File: config.mk
export PLATFORM = sky130hd
export DESIGN_NAME = ready_queue_with_keyed_removal
export DESIGN_NICKNAME = d
export VERILOG_FILES = /design/src/design/rqk_pkg.sv /design/src/design/rqk_ctrl.sv /design/src/design/rqk_dpath.sv /design/src/design/ready_queue_with_keyed_removal.sv
export SDC_FILE = /design/constraint.sdc
export NUM_CORES = 1
export LEC_CHECK = 0
export ABC_CLOCK_PERIOD_IN_PS = 4000
export BUFFER_PORTS_ARGS = -buffer_cell sky130_fd_sc_hd__buf_4
export CAP_MARGIN = 20
export CORE_UTILIZATION = 55
export CTS_BUF_LIST = sky130_fd_sc_hd__clkbuf_4 sky130_fd_sc_hd__clkbuf_8
export DETAILED_ROUTE_END_ITERATION = 6
export PLACE_DENSITY_LB_ADDON = 0.3
export SLEW_MARGIN = 20
export SYNTH_ARGS = -nofsm -noshare
export SYNTH_HDL_FRONTEND = slang
export SYNTH_SLANG_ARGS = --single-unit
File: constraint.sdc
create_clock -name clk -period 4 [get_ports clk]
set_input_delay 0.8 -clock clk [delete_from_list [all_inputs] [get_ports clk]]
set_output_delay 0.8 -clock clk [all_outputs]
set_load 0.01 [all_outputs]
File: src/design/rqk_pkg.sv
`timescale 1ns / 1ps
// ----------------------------------------------------------------------------
// rqk_pkg
// Shared codes and controller/datapath interface types for the ready queue.
// ----------------------------------------------------------------------------
package rqk_pkg;

    // request codes
    localparam logic [2:0] ACT_PUSH   = 3'd0;
    localparam logic [2:0] ACT_POP    = 3'd1;
    localparam logic [2:0] ACT_REMOVE = 3'd2;
    localparam logic [2:0] ACT_ROTATE = 3'd3;
    localparam logic [2:0] ACT_LOOKUP = 3'd4;

    // result status codes
    localparam logic [1:0] ST_OK   = 2'd0;
    localparam logic [1:0] ST_MISS = 2'd1;
    localparam logic [1:0] ST_FULL = 2'd2;

    // controller to datapath
    typedef struct packed {
        logic load;        // capture id, clear result and scan state
        logic push;        // append id at the tail (or flag full)
        logic take_pop;    // head data -> result, drop head
        logic take_rot;    // head data -> result, copy to tail, advance head
        logic set_ok;      // mark lookup success
        logic search;      // run id search scan
        logic shift_init;  // start closing the gap after the found entry
        logic shift;       // run gap-closing scan
        logic shift_fin;   // remove done: shrink queue
        logic summ;        // run summary scan (head, tail, largest id)
        logic scan_clear;  // restart scan from the head
        logic out_load;    // load result registers
    } rqk_cmd_t;

    // datapath to controller
    typedef struct packed {
        logic empty;
        logic hit;
        logic exhausted;   // scan has no reads left and nothing in flight
    } rqk_stat_t;

endpackage

File: src/design/rqk_ctrl.sv
`timescale 1ns / 1ps
// ----------------------------------------------------------------------------
// rqk_ctrl
// Request sequencer: steps each item through its phases and runs the
// output handshake.
// ----------------------------------------------------------------------------
module rqk_ctrl (
    input  logic              clk,
    input  logic              rst_n,
    input  logic              in_valid,
    output logic              in_ready,
    input  logic [2:0]        action,
    output logic              out_valid,
    input  logic              out_ready,
    input  rqk_pkg::rqk_stat_t st,
    output rqk_pkg::rqk_cmd_t  cmd
);
    import rqk_pkg::*;

    typedef enum logic [2:0] {
        S_IDLE,
        S_PUSH,
        S_TAKE_WAIT,
        S_TAKE,
        S_SEARCH,
        S_SHIFT,
        S_SUMMARY,
        S_DONE
    } state_t;

    state_t     state_reg, state_next;
    logic [2:0] op_reg, op_next;
    logic       out_valid_reg, out_valid_next;

    assign in_ready  = (state_reg == S_IDLE);
    assign out_valid = out_valid_reg;

    always_comb
    begin
        cmd            = '0;
        state_next     = state_reg;
        op_next        = op_reg;
        out_valid_next = out_valid_reg && !out_ready;

        case (state_reg)
            S_IDLE:
            begin
                if (in_valid)
                begin
                    cmd.load = 1'b1;
                    op_next  = action;
                    case (action)
                        ACT_PUSH:   state_next = S_PUSH;
                        ACT_POP:    state_next = S_TAKE_WAIT;
                        ACT_ROTATE: state_next = S_TAKE_WAIT;
                        ACT_REMOVE: state_next = S_SEARCH;
                        ACT_LOOKUP: state_next = S_SEARCH;
                        default:    state_next = S_SUMMARY;  // ignored request
                    endcase
                end
            end
            S_PUSH:
            begin
                cmd.push       = 1'b1;
                cmd.scan_clear = 1'b1;
                state_next     = S_SUMMARY;
            end
            S_TAKE_WAIT:
            begin
                // head entry is being read this cycle
                if (st.empty)
                begin
                    cmd.scan_clear = 1'b1;
                    state_next     = S_SUMMARY;
                end
                else
                begin
                    state_next = S_TAKE;
                end
            end
            S_TAKE:
            begin
                if (op_reg == ACT_POP)
                begin
                    cmd.take_pop = 1'b1;
                end
                else
                begin
                    cmd.take_rot = 1'b1;
                end
                cmd.scan_clear = 1'b1;
                state_next     = S_SUMMARY;
            end
            S_SEARCH:
            begin
                cmd.search = 1'b1;
                if (st.hit)
                begin
                    if (op_reg == ACT_REMOVE)
                    begin
                        cmd.shift_init = 1'b1;
                        state_next     = S_SHIFT;
                    end
                    else
                    begin
                        cmd.set_ok     = 1'b1;
                        cmd.scan_clear = 1'b1;
                        state_next     = S_SUMMARY;
                    end
                end
                else if (st.exhausted)
                begin
                    cmd.scan_clear = 1'b1;
                    state_next     = S_SUMMARY;
                end
            end
            S_SHIFT:
            begin
                cmd.shift = 1'b1;
                if (st.exhausted)
                begin
                    cmd.shift_fin  = 1'b1;
                    cmd.scan_clear = 1'b1;
                    state_next     = S_SUMMARY;
                end
            end
            S_SUMMARY:
            begin
                cmd.summ = 1'b1;
                if (st.exhausted)
                begin
                    state_next = S_DONE;
                end
            end
            S_DONE:
            begin
                if (!out_valid_reg || out_ready)
                begin
                    cmd.out_load   = 1'b1;
                    out_valid_next = 1'b1;
                    state_next     = S_IDLE;
                end
            end
            default:
            begin
                state_next = S_IDLE;
            end
        endcase
    end

    always_ff @(posedge clk or negedge rst_n)
    begin
        if (!rst_n)
        begin
            state_reg     <= S_IDLE;
            op_reg        <= ACT_PUSH;
            out_valid_reg <= 1'b0;
        end
        else
        begin
            state_reg     <= state_next;
            op_reg        <= op_next;
            out_valid_reg <= out_valid_next;
        end
    end

endmodule

File: src/design/rqk_dpath.sv
`timescale 1ns / 1ps
// ----------------------------------------------------------------------------
// rqk_dpath
// Id store (circular buffer with one read and one write port), scan
// pipeline, search/compare, summary accumulation and result registers.
// ----------------------------------------------------------------------------
module rqk_dpath #(
    parameter int QUEUE_DEPTH = 16,
    parameter int ID_BITS     = 8
) (
    input  logic                                clk,
    input  logic                                rst_n,
    input  rqk_pkg::rqk_cmd_t                   cmd,
    input  logic [ID_BITS-1:0]                  thread_id,
    output rqk_pkg::rqk_stat_t                  st,
    output logic [1:0]                          status,
    output logic [ID_BITS-1:0]                  result_id,
    output logic [ID_BITS-1:0]                  head_id,
    output logic [ID_BITS-1:0]                  tail_id,
    output logic [$clog2(QUEUE_DEPTH+1)-1:0]    queue_length,
    output logic signed [ID_BITS:0]             top_id
);
    import rqk_pkg::*;

    localparam int AW = $clog2(QUEUE_DEPTH);
    localparam int CW = $clog2(QUEUE_DEPTH + 1);
    localparam int SW = CW + 1;

    // base + off with base below the depth and off at most the depth, wrapped into the buffer
    function automatic logic [AW-1:0] wrap_add(input logic [AW-1:0] base,
                                               input logic [CW-1:0] off);
        logic [SW-1:0] sum;
        sum = SW'(base) + SW'(off);
        if (sum >= SW'(QUEUE_DEPTH))
        begin
            sum = sum - SW'(QUEUE_DEPTH);
        end
        return sum[AW-1:0];
    endfunction

    logic [ID_BITS-1:0] entry_ids [QUEUE_DEPTH];

    logic [AW-1:0]      head_reg, head_next;
    logic [CW-1:0]      count_reg, count_next;
    logic [CW-1:0]      idx_reg, idx_next;
    logic               s1_valid_reg, s1_valid_next;
    logic [CW-1:0]      s1_idx_reg, s1_idx_next;
    logic               hit_reg, hit_next;
    logic [CW-1:0]      pos_reg, pos_next;
    logic [ID_BITS-1:0] key_reg, key_next;
    logic [ID_BITS-1:0] res_reg, res_next;
    logic [1:0]         code_reg, code_next;
    logic [ID_BITS-1:0] head_s_reg, head_s_next;
    logic [ID_BITS-1:0] tail_s_reg, tail_s_next;
    logic [ID_BITS-1:0] top_reg, top_next;
    logic               top_any_reg, top_any_next;
    logic [ID_BITS-1:0] rd_data_reg;

    logic [1:0]                 status_reg, status_next;
    logic [ID_BITS-1:0]         result_reg, result_next;
    logic [ID_BITS-1:0]         head_out_reg, head_out_next;
    logic [ID_BITS-1:0]         tail_out_reg, tail_out_next;
    logic [CW-1:0]              len_out_reg, len_out_next;
    logic [ID_BITS:0]           top_out_reg, top_out_next;

    logic [AW-1:0]      rd_addr;
    logic [AW-1:0]      tail_addr;
    logic [AW-1:0]      head_inc;
    logic               wr_en;
    logic [AW-1:0]      wr_addr;
    logic [ID_BITS-1:0] wr_data;
    logic               can_read;
    logic               full;

    assign rd_addr   = wrap_add(head_reg, idx_reg);
    assign tail_addr = wrap_add(head_reg, count_reg);
    assign head_inc  = wrap_add(head_reg, CW'(1));
    assign can_read  = (idx_reg < count_reg);
    assign full      = (count_reg == CW'(QUEUE_DEPTH));

    assign st.empty     = (count_reg == '0);
    assign st.hit       = hit_reg;
    assign st.exhausted = !can_read && !s1_valid_reg;

    always_comb
    begin
        head_next     = head_reg;
        count_next    = count_reg;
        idx_next      = idx_reg;
        s1_valid_next = s1_valid_reg;
        s1_idx_next   = s1_idx_reg;
        hit_next      = hit_reg;
        pos_next      = pos_reg;
        key_next      = key_reg;
        res_next      = res_reg;
        code_next     = code_reg;
        head_s_next   = head_s_reg;
        tail_s_next   = tail_s_reg;
        top_next      = top_reg;
        top_any_next  = top_any_reg;
        status_next   = status_reg;
        result_next   = result_reg;
        head_out_next = head_out_reg;
        tail_out_next = tail_out_reg;
        len_out_next  = len_out_reg;
        top_out_next  = top_out_reg;
        wr_en         = 1'b0;
        wr_addr       = tail_addr;
        wr_data       = key_reg;

        if (cmd.load)
        begin
            key_next      = thread_id;
            res_next      = '0;
            code_next     = ST_MISS;
            idx_next      = '0;
            s1_valid_next = 1'b0;
            hit_next      = 1'b0;
            top_any_next  = 1'b0;
        end

        if (cmd.push)
        begin
            if (full)
            begin
                code_next = ST_FULL;
            end
            else
            begin
                wr_en      = 1'b1;
                count_next = count_reg + CW'(1);
                res_next   = key_reg;
                code_next  = ST_OK;
            end
        end

        if (cmd.take_pop)
        begin
            res_next   = rd_data_reg;
            head_next  = head_inc;
            count_next = count_reg - CW'(1);
            code_next  = ST_OK;
        end

        if (cmd.take_rot)
        begin
            // on a full queue the tail slot is the head slot: same value back
            wr_en     = 1'b1;
            wr_data   = rd_data_reg;
            res_next  = rd_data_reg;
            head_next = head_inc;
            code_next = ST_OK;
        end

        if (cmd.set_ok)
        begin
            code_next = ST_OK;
        end

        if (cmd.shift_fin)
        begin
            count_next = count_reg - CW'(1);
            code_next  = ST_OK;
        end

        // scan pipeline: read issued at idx, data arrives in the next cycle with s1_idx
        if (cmd.search || cmd.shift || cmd.summ)
        begin
            if (can_read && !(cmd.search && hit_reg))
            begin
                idx_next      = idx_reg + CW'(1);
                s1_valid_next = 1'b1;
                s1_idx_next   = idx_reg;
            end
            else
            begin
                s1_valid_next = 1'b0;
            end
        end

        if (cmd.search && s1_valid_reg && !hit_reg && (rd_data_reg == key_reg))
        begin
            hit_next = 1'b1;
            pos_next = s1_idx_reg;
            res_next = rd_data_reg;
        end

        if (cmd.shift && s1_valid_reg)
        begin
            wr_en   = 1'b1;
            wr_addr = wrap_add(head_reg, CW'(s1_idx_reg - CW'(1)));
            wr_data = rd_data_reg;
        end

        if (cmd.summ && s1_valid_reg)
        begin
            if (s1_idx_reg == '0)
            begin
                head_s_next = rd_data_reg;
            end
            if (s1_idx_reg == CW'(count_reg - CW'(1)))
            begin
                tail_s_next = rd_data_reg;
            end
            if (!top_any_reg || (rd_data_reg > top_reg))
            begin
                top_next     = rd_data_reg;
                top_any_next = 1'b1;
            end
        end

        if (cmd.scan_clear)
        begin
            idx_next      = '0;
            s1_valid_next = 1'b0;
            top_any_next  = 1'b0;
        end

        if (cmd.shift_init)
        begin
            idx_next      = pos_reg + CW'(1);
            s1_valid_next = 1'b0;
        end

        if (cmd.out_load)
        begin
            status_next   = code_reg;
            result_next   = res_reg;
            head_out_next = (count_reg == '0) ? '0 : head_s_reg;
            tail_out_next = (count_reg == '0) ? '0 : tail_s_reg;
            len_out_next  = count_reg;
            top_out_next  = top_any_reg ? {1'b0, top_reg} : '1;
        end
    end

    always_ff @(posedge clk)
    begin
        rd_data_reg <= entry_ids[rd_addr];
        if (wr_en)
        begin
            entry_ids[wr_addr] <= wr_data;
        end
    end

    always_ff @(posedge clk or negedge rst_n)
    begin
        if (!rst_n)
        begin
            head_reg     <= '0;
            count_reg    <= '0;
            idx_reg      <= '0;
            s1_valid_reg <= 1'b0;
            hit_reg      <= 1'b0;
            top_any_reg  <= 1'b0;
        end
        else
        begin
            head_reg     <= head_next;
            count_reg    <= count_next;
            idx_reg      <= idx_next;
            s1_valid_reg <= s1_valid_next;
            hit_reg      <= hit_next;
            top_any_reg  <= top_any_next;
        end
    end

    always_ff @(posedge clk)
    begin
        s1_idx_reg   <= s1_idx_next;
        pos_reg      <= pos_next;
        key_reg      <= key_next;
        res_reg      <= res_next;
        code_reg     <= code_next;
        head_s_reg   <= head_s_next;
        tail_s_reg   <= tail_s_next;
        top_reg      <= top_next;
        status_reg   <= status_next;
        result_reg   <= result_next;
        head_out_reg <= head_out_next;
        tail_out_reg <= tail_out_next;
        len_out_reg  <= len_out_next;
        top_out_reg  <= top_out_next;
    end

    assign status       = status_reg;
    assign result_id    = result_reg;
    assign head_id      = head_out_reg;
    assign tail_id      = tail_out_reg;
    assign queue_length = len_out_reg;
    assign top_id       = signed'(top_out_reg);

endmodule

File: src/design/ready_queue_with_keyed_removal.sv
`timescale 1ns / 1ps
// ----------------------------------------------------------------------------
// ready_queue_with_keyed_removal
// Ordered ready queue of thread ids: push, pop, remove by id, rotate, lookup.
// ----------------------------------------------------------------------------
// One item at a time. Each item ends with a summary scan that walks the
// queue (n entries after the step) to find head, tail and the largest id.
// Lookup searches first; remove searches and then closes the gap. All of
// these walks go through the single read port of the id memory, one
// entry per cycle. A new item is taken while the previous result is still
// waiting on the output; the block stalls before loading the next result.
// No clearing pass after reset: stored ids are only read inside the
// current length.
module ready_queue_with_keyed_removal #(
    parameter int QUEUE_DEPTH = 16,
    parameter int ID_BITS     = 8
) (
    input  logic                                clk,
    input  logic                                rst_n,
    input  logic                                in_valid,
    output logic                                in_ready,
    input  logic [2:0]                          action,
    input  logic [ID_BITS-1:0]                  thread_id,
    output logic                                out_valid,
    input  logic                                out_ready,
    output logic [1:0]                          status,
    output logic [ID_BITS-1:0]                  result_id,
    output logic [ID_BITS-1:0]                  head_id,
    output logic [ID_BITS-1:0]                  tail_id,
    output logic [$clog2(QUEUE_DEPTH+1)-1:0]    queue_length,
    output logic signed [ID_BITS:0]             top_id
);
    import rqk_pkg::*;

    rqk_cmd_t  cmd;
    rqk_stat_t st;

    rqk_ctrl u_ctrl (
        .clk       (clk),
        .rst_n     (rst_n),
        .in_valid  (in_valid),
        .in_ready  (in_ready),
        .action    (action),
        .out_valid (out_valid),
        .out_ready (out_ready),
        .st        (st),
        .cmd       (cmd)
    );

    rqk_dpath #(
        .QUEUE_DEPTH (QUEUE_DEPTH),
        .ID_BITS     (ID_BITS)
    ) u_dpath (
        .clk          (clk),
        .rst_n        (rst_n),
        .cmd          (cmd),
        .thread_id    (thread_id),
        .st           (st),
        .status       (status),
        .result_id    (result_id),
        .head_id      (head_id),
        .tail_id      (tail_id),
        .queue_length (queue_length),
        .top_id       (top_id)
    );

`ifndef SYNTHESIS
    a_one_item: assert property (@(posedge clk) disable iff (!rst_n)
        (in_valid && in_ready) |=> !in_ready)
        else $error("second item taken while one is in progress");

    a_len_range: assert property (@(posedge clk) disable iff (!rst_n)
        out_valid |-> (queue_length <= QUEUE_DEPTH))
        else $error("queue length beyond depth");

    a_full_len: assert property (@(posedge clk) disable iff (!rst_n)
        (out_valid && (status == ST_FULL)) |-> (queue_length == QUEUE_DEPTH))
        else $error("push dropped on a queue that is not full");

    a_miss_zero: assert property (@(posedge clk) disable iff (!rst_n)
        (out_valid && (status != ST_OK)) |-> (result_id == '0))
        else $error("non-zero result id on a failed request");

    a_empty_view: assert property (@(posedge clk) disable iff (!rst_n)
        (out_valid && (queue_length == '0)) |->
            ((head_id == '0) && (tail_id == '0) && (top_id == {(ID_BITS+1){1'b1}})))
        else $error("empty queue reported with entries");
`endif

endmodule
==> flow_metrics.tcl <==
set metrics [dict create \
    timing.rr.end "u_dpath.entry_ids[7][0]$_DFFE_PP_" \
    setup_tns_ps 0 \
    finish.net_count 815 \
    grt_setup_unrepaired "false" \
    synth_async_sr_flop_share 0.09524 \
    critical_path_required_ps 4240 \
    vias 6132 \
    synthesis.instances 677 \
    setup.worst_path.start_class "flop" \
    synth-main-ff-cell "edfxtp_1" \
    synth_area_per_cell_um2 15.86 \
    detail_route.iter0.violations 520 \
    synth_largest_area_cell "edfxtp_1" \
    fin_worst_skew_ps 18.26 \
    route.final.wire_length_um 22650 \
    synthMostInstantiatedCell "edfxtp_1" \
    end_kind "flop" \
    post_synth_num_cell_types 62 \
    clk_latency_ps 540 \
    area_delta_synth_final_pct 14.60 \
    top_register "u_dpath.entry_ids" \
    tritoncts "done" \
    relSlewSlack 0.2801 \
    grt_max_degree 41 \
    clock.fmax_mhz 301.4 \
    io_pins 57 \
    timing.reg2reg.setup_slack_ps 680 \
    routabilityCongestion 0.8920 \
    post_cts.repair.setup_buffers 0 \
    total_leakage_power_uw 0.004492 \
    cts.root.buffer_cell "clkbuf_8" \
    post_cts_hold_buffer_count 0 \
    worst_hold_path_type "in2async" \
    initial_utilization 0.5683 \
    vias_per_cell 5.774 \
    ant_nets 0 \
    post_synth_main_area_contributors "edfxtp_1 59%, mux4_2 6.7%, dfrtp_1 5.6%" \
    post-synth-top-area-fraction 0.5873 \
    place_hpwl_um 15630 \
    path_class "reg2reg" \
    worst-r2r-cell-count 9 \
    ys.warnings.count 0 \
    synth_commonest_cells "210 x edfxtp_1, 57 x nand2_1, 32 x mux4_2" \
    synth_seq_area_share 0.6768 \
    detail_route.first_pass.iterations 5 \
    largest_register_ffs 128 \
    fin_total_pwr_uw 10320 \
    worstReg2RegStart "u_ctrl.state_reg[0]$_DFFE_PN0P_" \
    detail_route.drc_violations 0 \
    critPathCapture "u_dpath.entry_ids[7][0]$_DFFE_PP_" \
    port_buffers 56 \
    first_global_vias 6097 \
    cts_buffer_depth 3 \
    synthSimpleGateAreaFrac 0.08576 \
    total_die_area_mm2 0.02009 \
    number_of_pins_exceeding_their_max_slew_limit_in_the_final_report 0 \
    power_density_mw_per_mm2 838.5 \
    synth.mux.area_fraction 0.09765 \
    floorplan.rows 50 \
    globalRoute.totalOverflow 0 \
    critical_path_origin "u_ctrl.state_reg[0]$_DFFE_PN0P_" \
    final_critical_path_share_of_the_clock_period 0.8293 \
    drive_above_1_share 0.2668 \
    clk_pin_slew_worst_paths_ps 70 \
    ctsHtreeMaxLevel 2 \
    outcome "completed" \
    antenna_found_initial 0 \
    num_antenna_cells 0 \
    dieHeight_um 141.7 \
    synth_edf_count 210 \
    largest_family_of_logic_cells_by_synthesized_area "multiplexers" \
    ys_ff_latch 252 \
    timing.final.hold_violations 0 \
    cts_buffers 39 \
    tightest_slew_ps 1078 \
    cap_viol_max_count 0 \
    numClockSinks 252 \
    final_report_setup_violation_count 0 \
    wl_per_cell_um 21.33 \
    path_max_fanout 13 \
    cp.arrival_ps 3550 \
    grt_pass1_wl_um 34670 \
    synthAdderAreaFrac 0.03286 \
    ctsResizeCount 0 \
    final_period_minus_worst_setup_slack_ps 3317 \
    synth_area_mm2 0.01074 \
    post_synth_xor_area_fraction 0.03076 \
    worst_voltage_drop_across_the_vdd_grid_v 0.0004561 \
    synth.net_count 719 \
    gr-usage-all-layers 0.2367 \
    core_mm2 0.01889 \
    synthesized_area_fraction_occupied_by_ao_oa_aoi_and_oai_cells 0.05430 \
    die_x_um 141.7 \
]
-- per-stage QoR --
| stage | std cells | instance area [µm²] | setup WS (ps) | hold WS [ps] | utilization |
|---|---|---|---|---|---|
| 3_3_place_gp | 992 | 11540 | 709.3 | 416.2 | 0.6108 |
| 5_1_grt | 1062 | 12310 | 384.2 | 159.6 | 0.6513 |
| 3_5_place_dp | 992 | 11550 | 724.3 | 412.2 | 0.6112 |
| 6_report | 1062 | 12310 | 682.7 | 160.6 | 0.6513 |
| 2_1_floorplan | 677 | 10740 | 634.0 | 407.9 | - |
| 4_1_cts | 1062 | 12310 | 707.6 | 141.9 | 0.6513 |
-- worst min-delay path by stage --
| stage | end |
|---|---|
| 2_1_floorplan | u_dpath.status[1]$_DFFE_PP_ |
| 3_3_place_gp | u_dpath.status[0]$_DFFE_PP_ |
| 3_5_place_dp | u_dpath.result_id[2]$_DFFE_PP_ |
| 4_1_cts | u_dpath.count_reg[3]$_DFFE_PN0P_ |
| 5_1_grt | u_dpath.count_reg[4]$_DFFE_PN0P_ |
| 6_report | u_dpath.count_reg[3]$_DFFE_PN0P_ |
-- cell type report --
type,instances,area (µm²)
fill,1325,6588
inverter,25,93.84
clock buffer,54,674.4
tap,260,325.3
multi-input combinational,375,3261
sequential,252,7267
clock inverter,16,83.83
timing repair buffer,80,600.6
-- logic make-up (layout without fill, tap and decap cells) --
group	Yosys count	in the layout
flops	252	252
fa+ha+maj	27	27
compound gates	86	86
mux	60	60
simple gates	166	166
buf+inv	50	175
xor+xnor	36	36
-- where the power goes --
part           switching [µW]  internal (µW)
logic                    2360           1840
clock network             967           1100
registers                 453           3590
-- cells in the final DEF, fill, tap and decap left out, types with 7 or more instances in the layout --
cell type  Yosys  layout
edfxtp_1     210     210
buf_4          5      80
nand2_1       57      57
clkbuf_8       0      43
mux4_2        32      32
nor2b_1       29      28
a21oi_1       27      27
inv_1         24      24
ha_1          25      24
dfrtp_1       24      24
xnor2_1       25      23
nor3_1        18      18
dfxtp_1       18      18
nor2_1        15      15
mux2i_1       11      11
a211oi_1      11      11
clkbuf_4       0      11
nand3_1       10      10
mux2_2        10      10
xor2_1         9       9
o21ai_1        9       9
nor4_1         9       9
clkinv_1       0       8
nand2b_1       7       7
mux2_4         7       7
-- metal layers --
layer  up-vias  share of wire  track usage
met1      3002           0.41       0.3075
met4         0          0.028       0.1064
met5         -              0            0
met2       298           0.49       0.3850
met3        52          0.078      0.05164
li1       2780              -            -
-- critical path: stages, from the launching register on --
cell and delay (ps):
dfrtp_1 670, nand3_4 270, o21ai_0 240, ha_1 190
inv_1 50, fa_1 410, xnor2_1 490, nand2_1 200
nor3_1 270, buf_4 230
Note: power is estimated with default switching activity, not from simulation.
